--- src/rtl/core/ps2sa_pkg.sv ---
// ps2sa_pkg: shared types, constants and the set 2 to ascii lookup
`default_nettype none

package ps2sa_pkg;

  localparam int unsigned ByteW = 8;
  localparam int unsigned CfgIdxW = 3;

  localparam logic [ByteW-1:0] ScanExt0 = 8'hE0;
  localparam logic [ByteW-1:0] ScanExt1 = 8'hE1;
  localparam logic [ByteW-1:0] ScanRelease = 8'hF0;
  localparam logic [ByteW-1:0] TableLen = 8'h77;
  localparam logic [ByteW-1:0] CaseDelta = 8'd32;
  localparam logic [ByteW-1:0] AsciiLowA = 8'h61;
  localparam logic [ByteW-1:0] AsciiLowZ = 8'h7A;

  typedef enum logic [CfgIdxW-1:0] {
    CFG_LEFT_SHIFT_SCAN  = 3'd0,
    CFG_RIGHT_SHIFT_SCAN = 3'd1,
    CFG_CAPS_SCAN        = 3'd2,
    CFG_LEFT_SHIFT_KEY   = 3'd3,
    CFG_RIGHT_SHIFT_KEY  = 3'd4,
    CFG_CAPS_KEY         = 3'd5
  } cfg_idx_e;

  typedef struct packed {
    logic [ByteW-1:0] left_shift_scan;
    logic [ByteW-1:0] right_shift_scan;
    logic [ByteW-1:0] caps_scan;
    logic [ByteW-1:0] left_shift_key;
    logic [ByteW-1:0] right_shift_key;
    logic [ByteW-1:0] caps_key;
  } cfg_t;

  function automatic logic [ByteW-1:0] set2_ascii(input logic [6:0] code);
    logic [ByteW-1:0] r;
    r = '0;
    case (code)
      7'h0d: r = 8'd9;
      7'h0e: r = 8'h60;
      7'h15: r = "q";
      7'h16: r = "1";
      7'h1a: r = "z";
      7'h1b: r = "s";
      7'h1c: r = "a";
      7'h1d: r = "w";
      7'h1e: r = "2";
      7'h21: r = "c";
      7'h22: r = "x";
      7'h23: r = "d";
      7'h24: r = "e";
      7'h25: r = "4";
      7'h26: r = "3";
      7'h29: r = " ";
      7'h2a: r = "v";
      7'h2b: r = "f";
      7'h2c: r = "t";
      7'h2d: r = "r";
      7'h2e: r = "5";
      7'h31: r = "n";
      7'h32: r = "b";
      7'h33: r = "h";
      7'h34: r = "g";
      7'h35: r = "y";
      7'h36: r = "6";
      7'h3a: r = "m";
      7'h3b: r = "j";
      7'h3c: r = "u";
      7'h3d: r = "7";
      7'h3e: r = "8";
      7'h41: r = ",";
      7'h42: r = "k";
      7'h43: r = "i";
      7'h44: r = "o";
      7'h45: r = "0";
      7'h46: r = "9";
      7'h49: r = ".";
      7'h4a: r = "/";
      7'h4b: r = "l";
      7'h4c: r = ";";
      7'h4d: r = "p";
      7'h4e: r = "-";
      7'h52: r = 8'h27;
      7'h54: r = "[";
      7'h55: r = "=";
      7'h5a: r = 8'd10;
      7'h5b: r = "]";
      7'h5d: r = 8'h5c;
      7'h76: r = 8'd27;
      default: r = '0;
    endcase
    return r;
  endfunction

endpackage

`default_nettype wire

--- src/rtl/core/ps2_set2_scancode_to_ascii.sv ---
// ps2_set2_scancode_to_ascii: top level, input register, decoder and result register
//
// channel  direction  handshake                  payload
// in       input      in_valid_i / in_stall_o    scan_byte_i  [7:0]
// out      output     out_valid_o / out_stall_i  keyval_o     [7:0]
// cfg      input      cfg_valid_i / cfg_ready_o  cfg_index_i [2:0], cfg_data_i [7:0]
//
// one request per cycle sustained while the output does not stall
// an accepted byte is held in the input register, then loads the result register
// the decode of a byte sits between the input register and the result register
// reset clears the flags, the valid bits and restores the default registers
// a stall on a full output holds it; the input register then fills and stalls the input
`default_nettype none

module ps2_set2_scancode_to_ascii (
  input  wire logic                          clk_i,
  input  wire logic                          rst_ni,
  input  wire logic                          in_valid_i,
  output logic                               in_stall_o,
  input  wire logic [ps2sa_pkg::ByteW-1:0]   scan_byte_i,
  output logic                               out_valid_o,
  input  wire logic                          out_stall_i,
  output logic [ps2sa_pkg::ByteW-1:0]        keyval_o,
  input  wire logic                          cfg_valid_i,
  output logic                               cfg_ready_o,
  input  wire logic [ps2sa_pkg::CfgIdxW-1:0] cfg_index_i,
  input  wire logic [ps2sa_pkg::ByteW-1:0]   cfg_data_i
);

  ps2sa_pkg::cfg_t cfg;

  logic                        in_vld_q;
  logic [ps2sa_pkg::ByteW-1:0] in_byte_q;
  logic                        out_vld_q;
  logic [ps2sa_pkg::ByteW-1:0] out_key_q;
  logic [ps2sa_pkg::ByteW-1:0] dec_key;
  logic                        out_free;
  logic                        step;
  logic                        in_take;

  assign out_free = !out_vld_q || !out_stall_i;
  assign step = in_vld_q && out_free;
  assign in_stall_o = in_vld_q && !out_free;
  assign in_take = in_valid_i && !in_stall_o;

  ps2sa_cfg u_cfg (
    .clk_i       (clk_i),
    .rst_ni      (rst_ni),
    .cfg_valid_i (cfg_valid_i),
    .cfg_ready_o (cfg_ready_o),
    .cfg_index_i (cfg_index_i),
    .cfg_data_i  (cfg_data_i),
    .cfg_o       (cfg)
  );

  ps2sa_dec u_dec (
    .clk_i       (clk_i),
    .rst_ni      (rst_ni),
    .step_i      (step),
    .scan_byte_i (in_byte_q),
    .cfg_i       (cfg),
    .keyval_o    (dec_key)
  );

  always_ff @(posedge clk_i or negedge rst_ni) begin
    if (!rst_ni) begin
      in_vld_q <= 1'b0;
      out_vld_q <= 1'b0;
    end else begin
      if (out_free) begin
        out_vld_q <= in_vld_q;
      end
      if (!in_stall_o) begin
        in_vld_q <= in_valid_i;
      end
    end
  end

  always_ff @(posedge clk_i) begin
    if (in_take) begin
      in_byte_q <= scan_byte_i;
    end
    if (step) begin
      out_key_q <= dec_key;
    end
  end

  assign out_valid_o = out_vld_q;
  assign keyval_o = out_key_q;

endmodule

`default_nettype wire

--- src/rtl/core/ps2sa_cfg.sv ---
// ps2sa_cfg: configuration register file for modifier scan bytes and key codes
`default_nettype none

module ps2sa_cfg (
  input  wire logic                          clk_i,
  input  wire logic                          rst_ni,
  input  wire logic                          cfg_valid_i,
  output logic                               cfg_ready_o,
  input  wire logic [ps2sa_pkg::CfgIdxW-1:0] cfg_index_i,
  input  wire logic [ps2sa_pkg::ByteW-1:0]   cfg_data_i,
  output ps2sa_pkg::cfg_t                    cfg_o
);

  ps2sa_pkg::cfg_t cfg_q, cfg_d;

  assign cfg_ready_o = 1'b1;

  always_comb begin
    cfg_d = cfg_q;
    if (cfg_valid_i) begin
      case (ps2sa_pkg::cfg_idx_e'(cfg_index_i))
        ps2sa_pkg::CFG_LEFT_SHIFT_SCAN:  cfg_d.left_shift_scan = cfg_data_i;
        ps2sa_pkg::CFG_RIGHT_SHIFT_SCAN: cfg_d.right_shift_scan = cfg_data_i;
        ps2sa_pkg::CFG_CAPS_SCAN:        cfg_d.caps_scan = cfg_data_i;
        ps2sa_pkg::CFG_LEFT_SHIFT_KEY:   cfg_d.left_shift_key = cfg_data_i;
        ps2sa_pkg::CFG_RIGHT_SHIFT_KEY:  cfg_d.right_shift_key = cfg_data_i;
        ps2sa_pkg::CFG_CAPS_KEY:         cfg_d.caps_key = cfg_data_i;
        default: ;
      endcase
    end
  end

  always_ff @(posedge clk_i or negedge rst_ni) begin
    if (!rst_ni) begin
      cfg_q.left_shift_scan <= 8'h12;
      cfg_q.right_shift_scan <= 8'h59;
      cfg_q.caps_scan <= 8'h58;
      cfg_q.left_shift_key <= 8'h80;
      cfg_q.right_shift_key <= 8'h81;
      cfg_q.caps_key <= 8'h82;
    end else begin
      cfg_q <= cfg_d;
    end
  end

  assign cfg_o = cfg_q;

endmodule

`default_nettype wire

--- src/rtl/core/ps2sa_dec.sv ---
// ps2sa_dec: modifier and release flags plus the scan byte to key code logic
`default_nettype none

module ps2sa_dec (
  input  wire logic                        clk_i,
  input  wire logic                        rst_ni,
  input  wire logic                        step_i,
  input  wire logic [ps2sa_pkg::ByteW-1:0] scan_byte_i,
  input  ps2sa_pkg::cfg_t                  cfg_i,
  output logic [ps2sa_pkg::ByteW-1:0]      keyval_o
);

  logic lshift_q, lshift_d;
  logic rshift_q, rshift_d;
  logic caps_q, caps_d;
  logic rel_q, rel_d;
  logic [ps2sa_pkg::ByteW-1:0] key;
  logic [ps2sa_pkg::ByteW-1:0] lut;

  assign lut = ps2sa_pkg::set2_ascii(scan_byte_i[6:0]);

  always_comb begin
    lshift_d = lshift_q;
    rshift_d = rshift_q;
    caps_d = caps_q;
    rel_d = rel_q;
    key = '0;
    if (scan_byte_i == ps2sa_pkg::ScanExt0 || scan_byte_i == ps2sa_pkg::ScanExt1) begin
      key = '0;
    end else if (scan_byte_i == ps2sa_pkg::ScanRelease) begin
      rel_d = 1'b1;
    end else begin
      if (scan_byte_i == cfg_i.left_shift_scan) begin
        lshift_d = !rel_q;
        key = rel_q ? '0 : cfg_i.left_shift_key;
      end else if (scan_byte_i == cfg_i.right_shift_scan) begin
        rshift_d = !rel_q;
        key = rel_q ? '0 : cfg_i.right_shift_key;
      end else if (scan_byte_i == cfg_i.caps_scan) begin
        caps_d = caps_q ^ !rel_q;
        key = rel_q ? '0 : cfg_i.caps_key;
      end else if (scan_byte_i < ps2sa_pkg::TableLen && !rel_q) begin
        key = lut;
        if (lut >= ps2sa_pkg::AsciiLowA && lut <= ps2sa_pkg::AsciiLowZ &&
            ((lshift_q || rshift_q) != caps_q)) begin
          key = lut - ps2sa_pkg::CaseDelta;
        end
      end
      rel_d = 1'b0;
    end
  end

  always_ff @(posedge clk_i or negedge rst_ni) begin
    if (!rst_ni) begin
      lshift_q <= 1'b0;
      rshift_q <= 1'b0;
      caps_q <= 1'b0;
      rel_q <= 1'b0;
    end else if (step_i) begin
      lshift_q <= lshift_d;
      rshift_q <= rshift_d;
      caps_q <= caps_d;
      rel_q <= rel_d;
    end
  end

  assign keyval_o = key;

endmodule

`default_nettype wire

--- config.mk ---
export PLATFORM = sky130hd
export DESIGN_NAME = ps2_set2_scancode_to_ascii
export DESIGN_NICKNAME = d
export VERILOG_FILES = /design/src/rtl/core/ps2sa_pkg.sv /design/src/rtl/core/ps2_set2_scancode_to_ascii.sv /design/src/rtl/core/ps2sa_cfg.sv /design/src/rtl/core/ps2sa_dec.sv
export SDC_FILE = /design/constraint.sdc
export NUM_CORES = 1
export LEC_CHECK = 0
export BUFFER_PORTS_ARGS = -buffer_cell sky130_fd_sc_hd__buf_2
export CELL_PAD_IN_SITES_DETAIL_PLACEMENT = 0
export CELL_PAD_IN_SITES_GLOBAL_PLACEMENT = 1
export CORE_MARGIN = 8
export CORE_UTILIZATION = 30
export DETAILED_ROUTE_END_ITERATION = 8
export PLACE_DENSITY = 0.5
export RECOVER_POWER = 100
export SLEW_MARGIN = 20
export SYNTH_ARGS = -nofsm -noshare
export SYNTH_HDL_FRONTEND = slang
export SYNTH_HIERARCHICAL = 1
export SYNTH_SLANG_ARGS = --single-unit
--- constraint.sdc ---
create_clock -name clk_i -period 3.7 [get_ports clk_i]
set_clock_uncertainty 0.2 [all_clocks]
set_input_delay 0.555 -clock clk_i [delete_from_list [all_inputs] [get_ports clk_i]]
set_output_delay 0.555 -clock clk_i [all_outputs]
set_load 0.05 [all_outputs]
[Yosys cells after proc, flatten, opt, wreduce, memory -nomap -nowiden]
Memories as Yosys holds them, arrays and structs flattened. A register that Yosys moved wholly into a read port is not among the register bits.
Index checks and enable logic that the tools add are counted.
Operators by class
  magnitude comparators: 3
  add/subtract/negate cells: 1
  multiplexer cells: 10
  bitwise operators: 5
  equality and inequality tests: 12
  reduce and logical (&&, ||, !) cells: 26
Operators with widths (number)
  $mux W8: 8
  $eq A8 B8 Y1: 3
  $eq A8 B8 Y1 const B: 3
  $reduce_and A2 Y1: 7
  $ge A8 B7 Y1 const B: 1
  $le A8 B7 Y1 const B: 1
  $lt A8 B7 Y1 const B: 1
  $sub A8 B6 Y8 const B: 1
  $mux W7: 1
  $eq A3 B2 Y1 const B: 2
  $eq A3 B3 Y1 const B: 2
  $logic_and A1 B1 Y1: 6
  $reduce_and A6 Y1: 1
  $logic_not A1 Y1: 5
  $reduce_and A5 Y1: 1
  $not A1 Y1: 4
  $reduce_and A4 Y1: 1
  $eq A3 B1 Y1 const B: 1
  $logic_not A3 Y1: 1
  $logic_or A1 B1 Y1: 3
  $reduce_or A2 Y1: 1
  $mux W1: 1
  $ne A1 B1 Y1: 1
  $xor A1 B1 Y1: 1
Storage, ports and cells
  memories kept: 1
  register bits after elaboration: 70
  ROM bits: 896
  input port bits: 24
  word-level logic and storage cells: 72
Memories
  (no name shown): words 128, width 7, read ports 1, clocked after memory_dff 1, write ports 0, line ps2sa_pkg.sv:38  | case (code)

[Depth between registers and ports, before layout]
Gate-level depths: netlist of run 1.
  depth in word-level cells: 8
  mapped depth: 13
  gate-level depth less buffers: 11

[Modules after synthesis]
The synthesis of run 1 kept the hierarchy.
Modules (own cells, without submodules)
  ps2sa_dec: times used 1, area each 2010.7 um2, cells each 268, sequential area each 100.1 um2
  ps2sa_cfg: times used 1, area each 1861.8 um2, cells each 108, sequential area each 1218.7 um2
  ps2_set2_scancode_to_ascii: times used 1, area each 573.0 um2, cells each 24, sequential area each 530.5 um2

[Worst setup path before layout of run 1]
No wires, ideal clock.
  kind: register to register
  from: register in_byte_q[1] (netlist bit)
  to: register out_key_q (netlist bit keyval_o[6]), data pin
  cell stages (with the launch flop): 11
  setup time: 0.141 ns
  arrival time: 2.629 ns
  slack: 0.731 ns
  buffers on the path: 1
  cells stage by stage: edfxtp_1 -> buf_2 -> inv_1 -> ha_1 -> mux4_2 -> a22o_1 -> a311o_1 -> nor3_1 -> a211oi_1 -> a31o_1 -> a21oi_2
On the way
  longest elaborated chain between the ends: 6
RTL lines
  start: declaration: line ps2_set2_scancode_to_ascii.sv:33  | logic [ps2sa_pkg::ByteW-1:0] in_byte_q;
  start signal: assignment: line ps2_set2_scancode_to_ascii.sv:81  | in_byte_q <= scan_byte_i;
  $lt A8 B7 Y1: line ps2sa_dec.sv:42  | end else if (scan_byte_i < ps2sa_pkg::TableLen && !rel_q) begin
  $logic_and A1 B1 Y1: line ps2sa_dec.sv:42
  $mux W8: line ps2sa_dec.sv:42
  $mux W8: line ps2sa_dec.sv:39  | end else if (scan_byte_i == cfg_i.caps_scan) begin
  $mux W8: line ps2sa_dec.sv:36  | end else if (scan_byte_i == cfg_i.right_shift_scan) begin
  $mux W8: line ps2sa_dec.sv:33  | if (scan_byte_i == cfg_i.left_shift_scan) begin
  end signal: assignment: line ps2_set2_scancode_to_ascii.sv:84  | out_key_q <= dec_key;
  end: declaration: line ps2_set2_scancode_to_ascii.sv:35  | logic [ps2sa_pkg::ByteW-1:0] out_key_q;
Several ways; a longest one is shown, not always the timed one.
A chain may end at the register's enable or synchronous reset.

[Worst setup path in the final report of run 1]
Same ends and word-level chain as after synthesis.

==> results of run 1 <==
==> layer usage <==
| metal | GRT usage [%] | up-vias |
|---|---|---|
| li1 | - | 1555 |
| met1 | 17.8 | 1621 |
| met2 | 21.6 | 65 |
| met3 | 2.30 | 14 |
| met4 | 4.48 | 0 |
| met5 | 0 | - |
==> layout make-up <==
cell class | count | area (um^2) | area share [%]
Clock buffer | 10 | 239 | 4.78
Clock inverter | 6 | 35.0 | 0.701
Inverter | 8 | 32.5 | 0.650
Multi-Input combinational cell | 292 | 2340 | 46.8
Sequential cell | 70 | 1850 | 37.0
Tap cell | 184 | 230 | 4.60
Timing Repair Buffer | 51 | 275 | 5.50
==> worst max-delay path: cells and delay by family, from the launching register on <==
family,cells,cell delay [ns]
flops,1,0.58
fa+ha+maj,1,0.34
simple gates,3,0.70
compound gates,5,1.02
buf+inv,1,0.25
==> cell families after synthesis <==
logic type,share of synthesized area [%]
and+or+nand+nor,15.5
AOI/OAI and AO/OA,12.5
DFF,41.6
muxes,17.3
buffers and inverters,5.32
xor gates and xnor gates,5.12
adders and majority gates,2.53
other,0.0844
==> stage by stage <==
stage | power [uW] | util, % | cells | hold WS, ns
6_report | 2360 | 34.4 | 621 | 0.198
5_1_grt | 2490 | 34.4 | 621 | 0.189
4_1_cts | 2400 | 34.8 | 621 | 0.188
3_5_place_dp | 1600 | 32.9 | 605 | 0.288
3_3_place_gp | 1590 | 32.9 | 605 | 0.274
2_1_floorplan | 1440 | - | 400 | 0.0594
==> power breakdown <==
group          internal, uW  total, uW  leakage, uW  switching, uW
logic                   241        516     0.000998            275
registers               961       1050     0.000788           89.2
clock network           469        793     0.000143            324
total                  1670       2360      0.00193            688
==> placed cells by master, fill, tap and decap left out, drive strengths merged, types with 4 or more instances in the layout <==
master / synthesis / layout
nor3: 7 / 7
buf: 25 / 33
clkbuf: 5 / 28
inv: 8 / 10
mux2i: 15 / 15
dfrtp: 40 / 40
a21oi: 13 / 13
and2: 7 / 7
a211oi: 4 / 4
nand4: 6 / 6
xor2: 10 / 10
dfstp: 14 / 14
a22oi: 11 / 11
xnor2: 16 / 16
nor4: 5 / 5
mux2: 51 / 51
nand2: 17 / 17
nor2: 17 / 17
edfxtp: 16 / 16
nand4b: 6 / 6
ha: 9 / 9
clkinv: 0 / 4
nor2b: 10 / 10
nand3: 8 / 8
o21ai: 13 / 13
a31oi: 4 / 4
o22ai: 6 / 6
nand2b: 10 / 10
==> path summary, 6_finish.rpt <==
kind,start,to,slack (ns),cells after the start
hold / removal,scan_byte_i[2],in_byte_q[2],0.20,1
min in group asynchronous,rst_ni,u_cfg/cfg_o[34],0.65,1
setup / recovery,in_byte_q[1],keyval_o[6],0.47,10
setup reg to reg,in_byte_q[1],keyval_o[6],0.47,10
hold reg to reg,in_vld_q,out_valid_o,0.28,1
max in group asynchronous,rst_ni,u_cfg/cfg_o[17],1.04,2
==> impl.org, run 1 <==
** Power and ir drop
- Leakage dissipation :: about 0.0019 uW
- Across the VDD grid, the largest voltage drop is 0.217 mV.
- Dividing total power by cell area gives a power density of 472 mW/mm^2.

** Synth
- Mean area per synthesized cell :: about 11 um^2
- In this run the cell area of the synthesized design comes to 0.00445 mm^2.
- Counting every instance in the synthesized netlist gives 400.
- The most used flip-flop cell after synthesis is sky130_fd_sc_hd__dfrtp_1.
- Synth cell types :: 73
- Top cell type's share of synthesized area :: 22.5%
- For this run, the number of Yosys warnings is 6.
- Register area share after synthesis :: around 42%
- The synthesized design spends more area on one cell type than any other, namely sky130_fd_sc_hd__dfrtp_1.
- Dominant cell by count in the synthesized netlist :: sky130_fd_sc_hd__mux2_2
- The number of nets in the synthesized netlist is ~430.
- In the synthesized netlist the async set-or-reset flop fraction comes to 77.1%.
- The synthesized design contains 16 enable-type register cells.
- In the post-synthesis netlist, the biggest area contributors are sky130_fd_sc_hd__dfrtp_1, sky130_fd_sc_hd__mux2_2, sky130_fd_sc_hd__edfxtp_1.
- Seq cells post-synth :: 70
- Most frequent cells after synthesis :: sky130_fd_sc_hd__mux2_2, sky130_fd_sc_hd__dfrtp_1, sky130_fd_sc_hd__nand2_1

** Floorplan
- Die X :: 138 um
- The die covers 0.0190 mm^2.
- Area of the core region :: 0.0145 mm^2
- Pin placement for this block handled 35 I/O pins.
- Starting density of the core :: 30.6%
- Die Height :: 138 um
- Row generation in the floorplan step produced 44 rows.

** Placement
- In this run the tool buffered the top-level ports with 33 buffer cells.
- Placed instance area :: around 0.0048 mm^2
- Detailed placement ended at an HPWL of 8880 um.
- Global placement routability congestion :: 0.791
- Prior to clock tree synthesis, the placed netlist has a worst setup slack of 0.485 ns.

** Job
- Max-cap violations in this run came to 2.

** Timing
- In this run the tightest slew margin relative to its limit is -43.9%.
- At the pin with the least slew margin, the transition time is 2.16 ns.
- Hold violation count in the final report :: 0
- Final-report max-slew violation count :: 49
- Ratio of final minimum period to clock period :: 87.4%
- Once routing completed, OpenROAD measured the worst setup slack at 0.466 ns.
- Setup repair after global routing left no endpoint under its margin.
- Setup TNS after final layout :: 0 ns
- For the finished layout, the period the worst path requires is 3.23 ns.
- Final setup viols :: 0
- Maximum clock frequency :: around 310 MHz

** Routing
- Avg Vias per Cell :: 5.24
- # DRC :: 0
- DRT iter0 DRCs :: roughly 180
- In this run the remaining antenna-violating nets after routing total 0.
- Wire length per cell :: approximately 20 um
- After detailed routing, the wire length on met1 is about 5700 um.
- In this run the top signal layer used is met4.
- Summed over all layers, the routed wires come to 12100 um.
- Iteration count of the initial detailed-routing pass :: 4
- Wire segments on met2 add up to 5850 um in the final route.
- After detailed routing, the met3 layer carries 371 um of wire.
- Vias :: roughly 3300

** Global route
- The total overflow left after global routing is 0.
- Antenna violations before repair :: 0
- Via count of the first global-routing pass :: between 3000 and 4000
- Entering global routing, the biggest net connects 50 pins.
- Across every metal layer, demand over resource in global routing totals a little over an eighth.
- Wire length of the first global-routing pass :: 19300 um

** CTS
- CTS Root Cell :: sky130_fd_sc_hd__clkbuf_16
- Sinks on the clock net :: 70
- The H-tree generated during clock tree synthesis spans 3 levels.
- The clock passes through at most 2 buffers.
- TritonCTS built the clock tree.
- Number of resized instances in the post-cts repair step :: 0
- Buffers inserted during clock tree synthesis total 9.
- In this run, post-CTS hold repair placed 0 buffers.
- The clock reaches the later pin of the worst-skew pair after 0.33 ns.
- In this run the post-CTS setup repair buffer count came out at 0.
- Clock-pin slew reported for the worst setup and hold paths after clock tree synthesis :: roughly 0.06 ns

** Setup path
- Data arrival time of the critical path :: 3.22 ns
- In this run the worst path has a maximum fanout of 12.
- Traced cell by cell, the critical path runs through buf_4, ha_1, nand2_1, o31ai_1, a311oi_1, nor4_4, a21oi_1, or3b_1, a31o_1, a21oi_2.
- The critical path is of the reg -> reg type.
- Startpoint type of the worst setup path :: register
- Worst path max stage delay :: a little under 0.6 ns
- STA classifies the critical path endpoint as a register.
- Data required time at the worst endpoint :: 3.69 ns
- For this design, the slowest cell found on the critical path is sky130_fd_sc_hd__edfxtp_1.

** Status
- Result of the run :: finished, violations left
- The checks that failed: capacitance limit, slew limit.

** Finish
- Once layout is done, the placed cells without fillers occupy 0.00500 mm^2.
- Number of nets in the final layout :: 465
- Ant. Diodes :: 0
- Number of filler cells placed in the layout :: 1546
- The area growth from synthesis to layout is 12.5%.
- In the final layout, the share of cells above drive strength 1 is slightly below 30%.
- Largest register FFs :: 48

** Min path
- The min-delay analysis places its worst path in the category in -> reg.
(Power assumes the default switching activity.)
==> inputs of run 2 (changes only) <==
--- a/config.mk
+++ b/config.mk
@@ -5,13 +5,14 @@
 export SDC_FILE = /design/constraint.sdc
 export NUM_CORES = 1
 export LEC_CHECK = 0
+export ABC_AREA = 1
 export BUFFER_PORTS_ARGS = -buffer_cell sky130_fd_sc_hd__buf_2
 export CELL_PAD_IN_SITES_DETAIL_PLACEMENT = 0
 export CELL_PAD_IN_SITES_GLOBAL_PLACEMENT = 1
 export CORE_MARGIN = 8
 export CORE_UTILIZATION = 30
 export DETAILED_ROUTE_END_ITERATION = 8
-export PLACE_DENSITY = 0.5
+export PLACE_DENSITY = 0.54
 export RECOVER_POWER = 100
 export SLEW_MARGIN = 20
 export SYNTH_ARGS = -nofsm -noshare
==> run 2 against run 1 <==
The flow still finishes with violations (capacitance limit, slew limit). Die area is 1.8% higher. Flip-flop and latch count unchanged. Sequential power is essentially flat. Non-clock buffer count decreased by 11. Global-route usage up 1.8 points. Cell area up 1.9%. Fmax is 3.9% higher. Via count grew 29%. Count of clock-buffer cells in the layout did not move. Clock power rose by 15%. Setup slack gained 0.12 ns. Critical path type unchanged. Largest power group unchanged.
==> impl.org, run 2 <==
** Routing
- The average wire per cell in the routed design is 17.3 um (-11%).
- The post-detailed-route via-to-cell ratio came to 5.02 (-4.2%).
- # DRC :: 0 (unchanged)
- The detailed-route wire length was 14500 um (+20%).
- Post-detailed-route count of antenna-violating nets :: 0 (unchanged)
- DRT iter0 DRCs :: 361 (+98%)
- The detailed-route via count was 4207 (+29%).
- Iteration count of the initial detailed-routing pass :: 4 (unchanged)

** Setup path
- The delay contributed by the slowest stage of the critical path came to 0.56 ns (-0.02 ns).
- Cells traversed along the worst timing path :: inv_1, ha_1, nand2_1, nand2_1, nand2_1, inv_1, nand2_1, nand2_1, nand3_1, nand2_1, nand2_1, nand3_1, nor2_2, nor2_1, nand2_1, nand3_1, a21oi_1
- The minimum setup slack among reg-to-reg paths is 0.59 ns (+0.12 ns).
- Most prevalent standard cell on the critical path :: sky130_fd_sc_hd__nand2_1
- The required time at the worst-slack endpoint was 3.58 ns (-0.11 ns).
- The worst register-to-register path ends at keyval_o[5].
- The slowest stage of the critical path is the sky130_fd_sc_hd__edfxtp_1 cell.
- The maximum net fanout on the critical path came to 9 (-3).
- The worst-case reg-to-reg path depth was 17 (+7).
- Startpoint type of the worst setup path :: register
- The cell family contributing the most delay on the critical path is simple AND/OR/NAND/NOR gates.
- Critical Path End Type :: register
- Crit path kind :: reg -> reg
- Instance count on the critical path :: 17 (+7)
- The startpoint identified for the worst register-to-register timing path is in_byte_q[1].
- The critical path buffer and inverter count was 2 (+1).
- Data arrival time of the critical path :: 2.99 ns (-0.23 ns)

** Floorplan
- The number of ports placed on the die boundary is 35 (unchanged).
- Floorplan die area :: 0.0193 mm^2 (+1.8%)
- The core outline area was 0.0150 mm^2 (+3.0%).
- Cell row count :: 45 (+2.3%)
- The width of the die was 139 um (+0.89%).
- Die Height :: 139 um (+0.89%)
- The effective utilization at floorplan came to 30.3% (-0.30 points).

** Synth
- The biggest area contributor in the post-synthesis netlist is sky130_fd_sc_hd__dfrtp_1.
- The fraction of post-synthesis cell area in the top cell type by area came to 22.1% (-0.45 points).
- Cell types occupying the most area after synthesis :: sky130_fd_sc_hd__dfrtp_1, sky130_fd_sc_hd__nand2_1, sky130_fd_sc_hd__edfxtp_1
- Mean area per synthesized cell :: 7.41 um^2 (-33%)
- sky130_fd_sc_hd__nand2_1 is the most common cell in the netlist.
- Register area share after synthesis :: 40.8% (-0.83 points)
- Flip-flop cell with the highest count after synthesis :: sky130_fd_sc_hd__dfrtp_1
- EDFF count, synth :: 16 (unchanged)
- The synthesized area came to 0.00454 mm^2 (+2.0%).
- The number of instances in the synthesized netlist is 612 (+53%).
- Syn nets :: 645 (+49%)
- Async SR Flop Fraction :: 77.1% (unchanged)
- Total number of yosys warnings :: 6 (unchanged)
- The commonest cells after synthesis are sky130_fd_sc_hd__nand2_1, sky130_fd_sc_hd__nand3_1, sky130_fd_sc_hd__dfrtp_1.
- The post-synthesis register bit count came to 70 (unchanged).
- The unique cell type count in the Yosys netlist came to 39 (-47%).

** Placement
- The number of input and output port buffers inserted was 33 (unchanged).
- Worst setup timing slack at the placement stage :: 0.711 ns (+0.226 ns)
- Cell count after placement :: 821 (+36%)
- The placed wire-length estimate is 10700 um (+21%).
- The routability congestion estimate from global placement came to 0.872 (+10%).

** Global route
- Total routing usage reported by global routing :: 15.2% (+1.8 points)
- Total grt overflow :: 0 (unchanged)
- Via count of the first global-routing pass :: 4119 (+22%)
- Antenna violations before repair :: 0 (unchanged)
- The global-route wire length before repair is 23000 um (+19%).
- The maximum number of pins on one net before global-route repair came to 35 (-30%).

** Min path
- Worst min-delay path startpoint :: scan_byte_i[5]
- Worst Hold Path Cells :: 1 (unchanged)
- Min-Delay Endpoint :: in_byte_q[5]
- Min-delay worst type :: in -> reg

** Finish
- Commonest cells after routing, fill and taps aside :: sky130_fd_sc_hd__nand2_1, sky130_fd_sc_hd__nand3_1, sky130_fd_sc_hd__dfrtp_1
- The number of flip-flops in the largest register came to 48 (unchanged).
- Leaving out fill and tap cells, the most frequent cell in the layout is sky130_fd_sc_hd__nand2_1.
- The area overhead of the layout relative to synthesis is 12.4% (about the same).
- The number of inserted filler cells in the final layout came to 1647 (+6.5%).
- The number of standard cells in the final layout excluding fillers is 838 (+35%).
- The area used by sequential logic in the layout was 0.00185 mm^2 (unchanged).
- The proportion of layout cells with a drive suffix above 1 came to 14.8% (-14 points).
- Number of nets in the final layout :: 677 (+46%)
- Multi-input gate area :: 0.00233 mm^2 (-0.48%)

** Timing
- The total count of max-transition violations in the final report came to 64 (+31%).
- Hold_ws :: 0.199 ns (+0.000384 ns)
- The worst relative slew slack is -26.9% (+17 points).
- Maximum clock frequency :: 321 MHz (+3.9%)
- Hold violation count in the final report :: 0 (unchanged)
- The post-layout minimum cycle time came to 3.11 ns (-0.121 ns).
- RSZ-0062 raised after global routing :: no
- Setup TNS after final layout :: 0 ns (unchanged)
- The portion of the clock cycle consumed by the worst path in the final layout was 84.1% (-3.3 points).
- Measured slew at the worst slew-check pin :: 1.90 ns (-0.256 ns)
- The final worst slack came to 0.587 ns (+0.121 ns).
- The setup violation total in the final timing report is 0 (unchanged).

** CTS
- The total number of clock tree sinks was 70 (unchanged).
- The hold buffer count at cts was 0 (unchanged).
- Clock tree from TritonCTS :: yes
- The number of instances resized during post-cts repair was 0 (unchanged).
- The maximum level of the CTS H-tree was 3 (unchanged).
- Clock latency at the later pin of the worst-skew pair :: 0.33 ns (about the same)
- The count of buffers added by post-CTS timing repair for setup is 0 (unchanged).
- Clock-pin slew reported for the worst setup and hold paths after clock tree synthesis :: 0.06 ns (about the same)
- Buffer levels on the longest clock path :: 2 (unchanged)
- Num CTS Buffers :: 9 (unchanged)
- CTS Root Cell :: sky130_fd_sc_hd__clkbuf_16

** Status
- The flow ran to the end, but the final reports show violations.
- Failing checks :: capacitance limit, slew limit

** Power and ir drop
- The total power per unit cell area came to 481 mW/mm^2 (+2.0%).
- The static leakage is 0.00248 uW (+29%).
- Peak ir drop on the vdd network :: 0.210 mV (-3.1%)

** Job
- The total of max-cap violations was 2 (unchanged).
==> run 2: cell types whose count changed after synthesis, moves of 12 or more <==
cell,before,now
sky130_fd_sc_hd__inv_1,7,34
sky130_fd_sc_hd__nand3_1,7,89
sky130_fd_sc_hd__mux2_2,51,0
sky130_fd_sc_hd__nand2_1,17,234
sky130_fd_sc_hd__mux2i_1,15,0
sky130_fd_sc_hd__nor2_1,16,28
==> run 2: through the flow <==
| stage | utilization, % | cell area, um^2 | total power, uW |
|---|---|---|---|
| after floorplan | - | 4540 | 1400 |
| after global placement | 32.3 | 4830 | 1570 |
| after detailed placement | 32.3 | 4830 | 1560 |
| after CTS | 34.4 | 5150 | 2490 |
| after global routing | 34.0 | 5090 | 2590 |
| final | 34.0 | 5100 | 2450 |
==> run 2: final cells by class <==
cell class / instances / area share (%)
Inverter: 45 / 3.39
Tap cell: 188 / 4.61
Clock buffer: 10 / 4.49
Antenna cell: 1 / 0.0491
Clock inverter: 6 / 1.69
Multi-Input combinational cell: 478 / 45.7
Timing Repair Buffer: 40 / 3.80
Sequential cell: 70 / 36.3
==> run 2: where the power goes <==
part	internal (uW)	switching (uW)	total (uW)
Sequential	940	98.0	1040
Combinational	166	337	503
Clock	589	324	913
Total	1690	759	2450
==> run 2: worst max-delay path by stage <==
stage,startpoint,endpoint,slack (ns)
final,in_byte_q[1],keyval_o[5],0.59
after global routing,in_byte_q[1],keyval_o[6],0.21
after CTS,in_byte_q[0],keyval_o[6],0.71
after detailed placement,in_byte_q[0],keyval_o[6],0.71
after global placement,in_byte_q[1],keyval_o[5],0.70
after floorplan,in_byte_q[0],keyval_o[6],1.30
==> run 2: cell families (layout without fill, tap and decap cells) <==
group	count (synthesis)	in the layout	synth area share [%]
simple gates	405	405	40.4
flops	70	70	40.8
fa+ha+maj	9	9	2.48
other cells	1	2	0.0827
compound gates	48	48	6.10
xor+xnor	15	15	2.90
buf+inv	64	101	7.28
==> run 2: per-layer routing <==
metal | track usage (%) | wire length, um | share of wire, %
met5 | 0 | 0 | 0
met1 | 20.3 | 6870 | 47
met3 | 2.58 | 544 | 3.8
met4 | 6.12 | 357 | 2.5
met2 | 23.8 | 6710 | 46
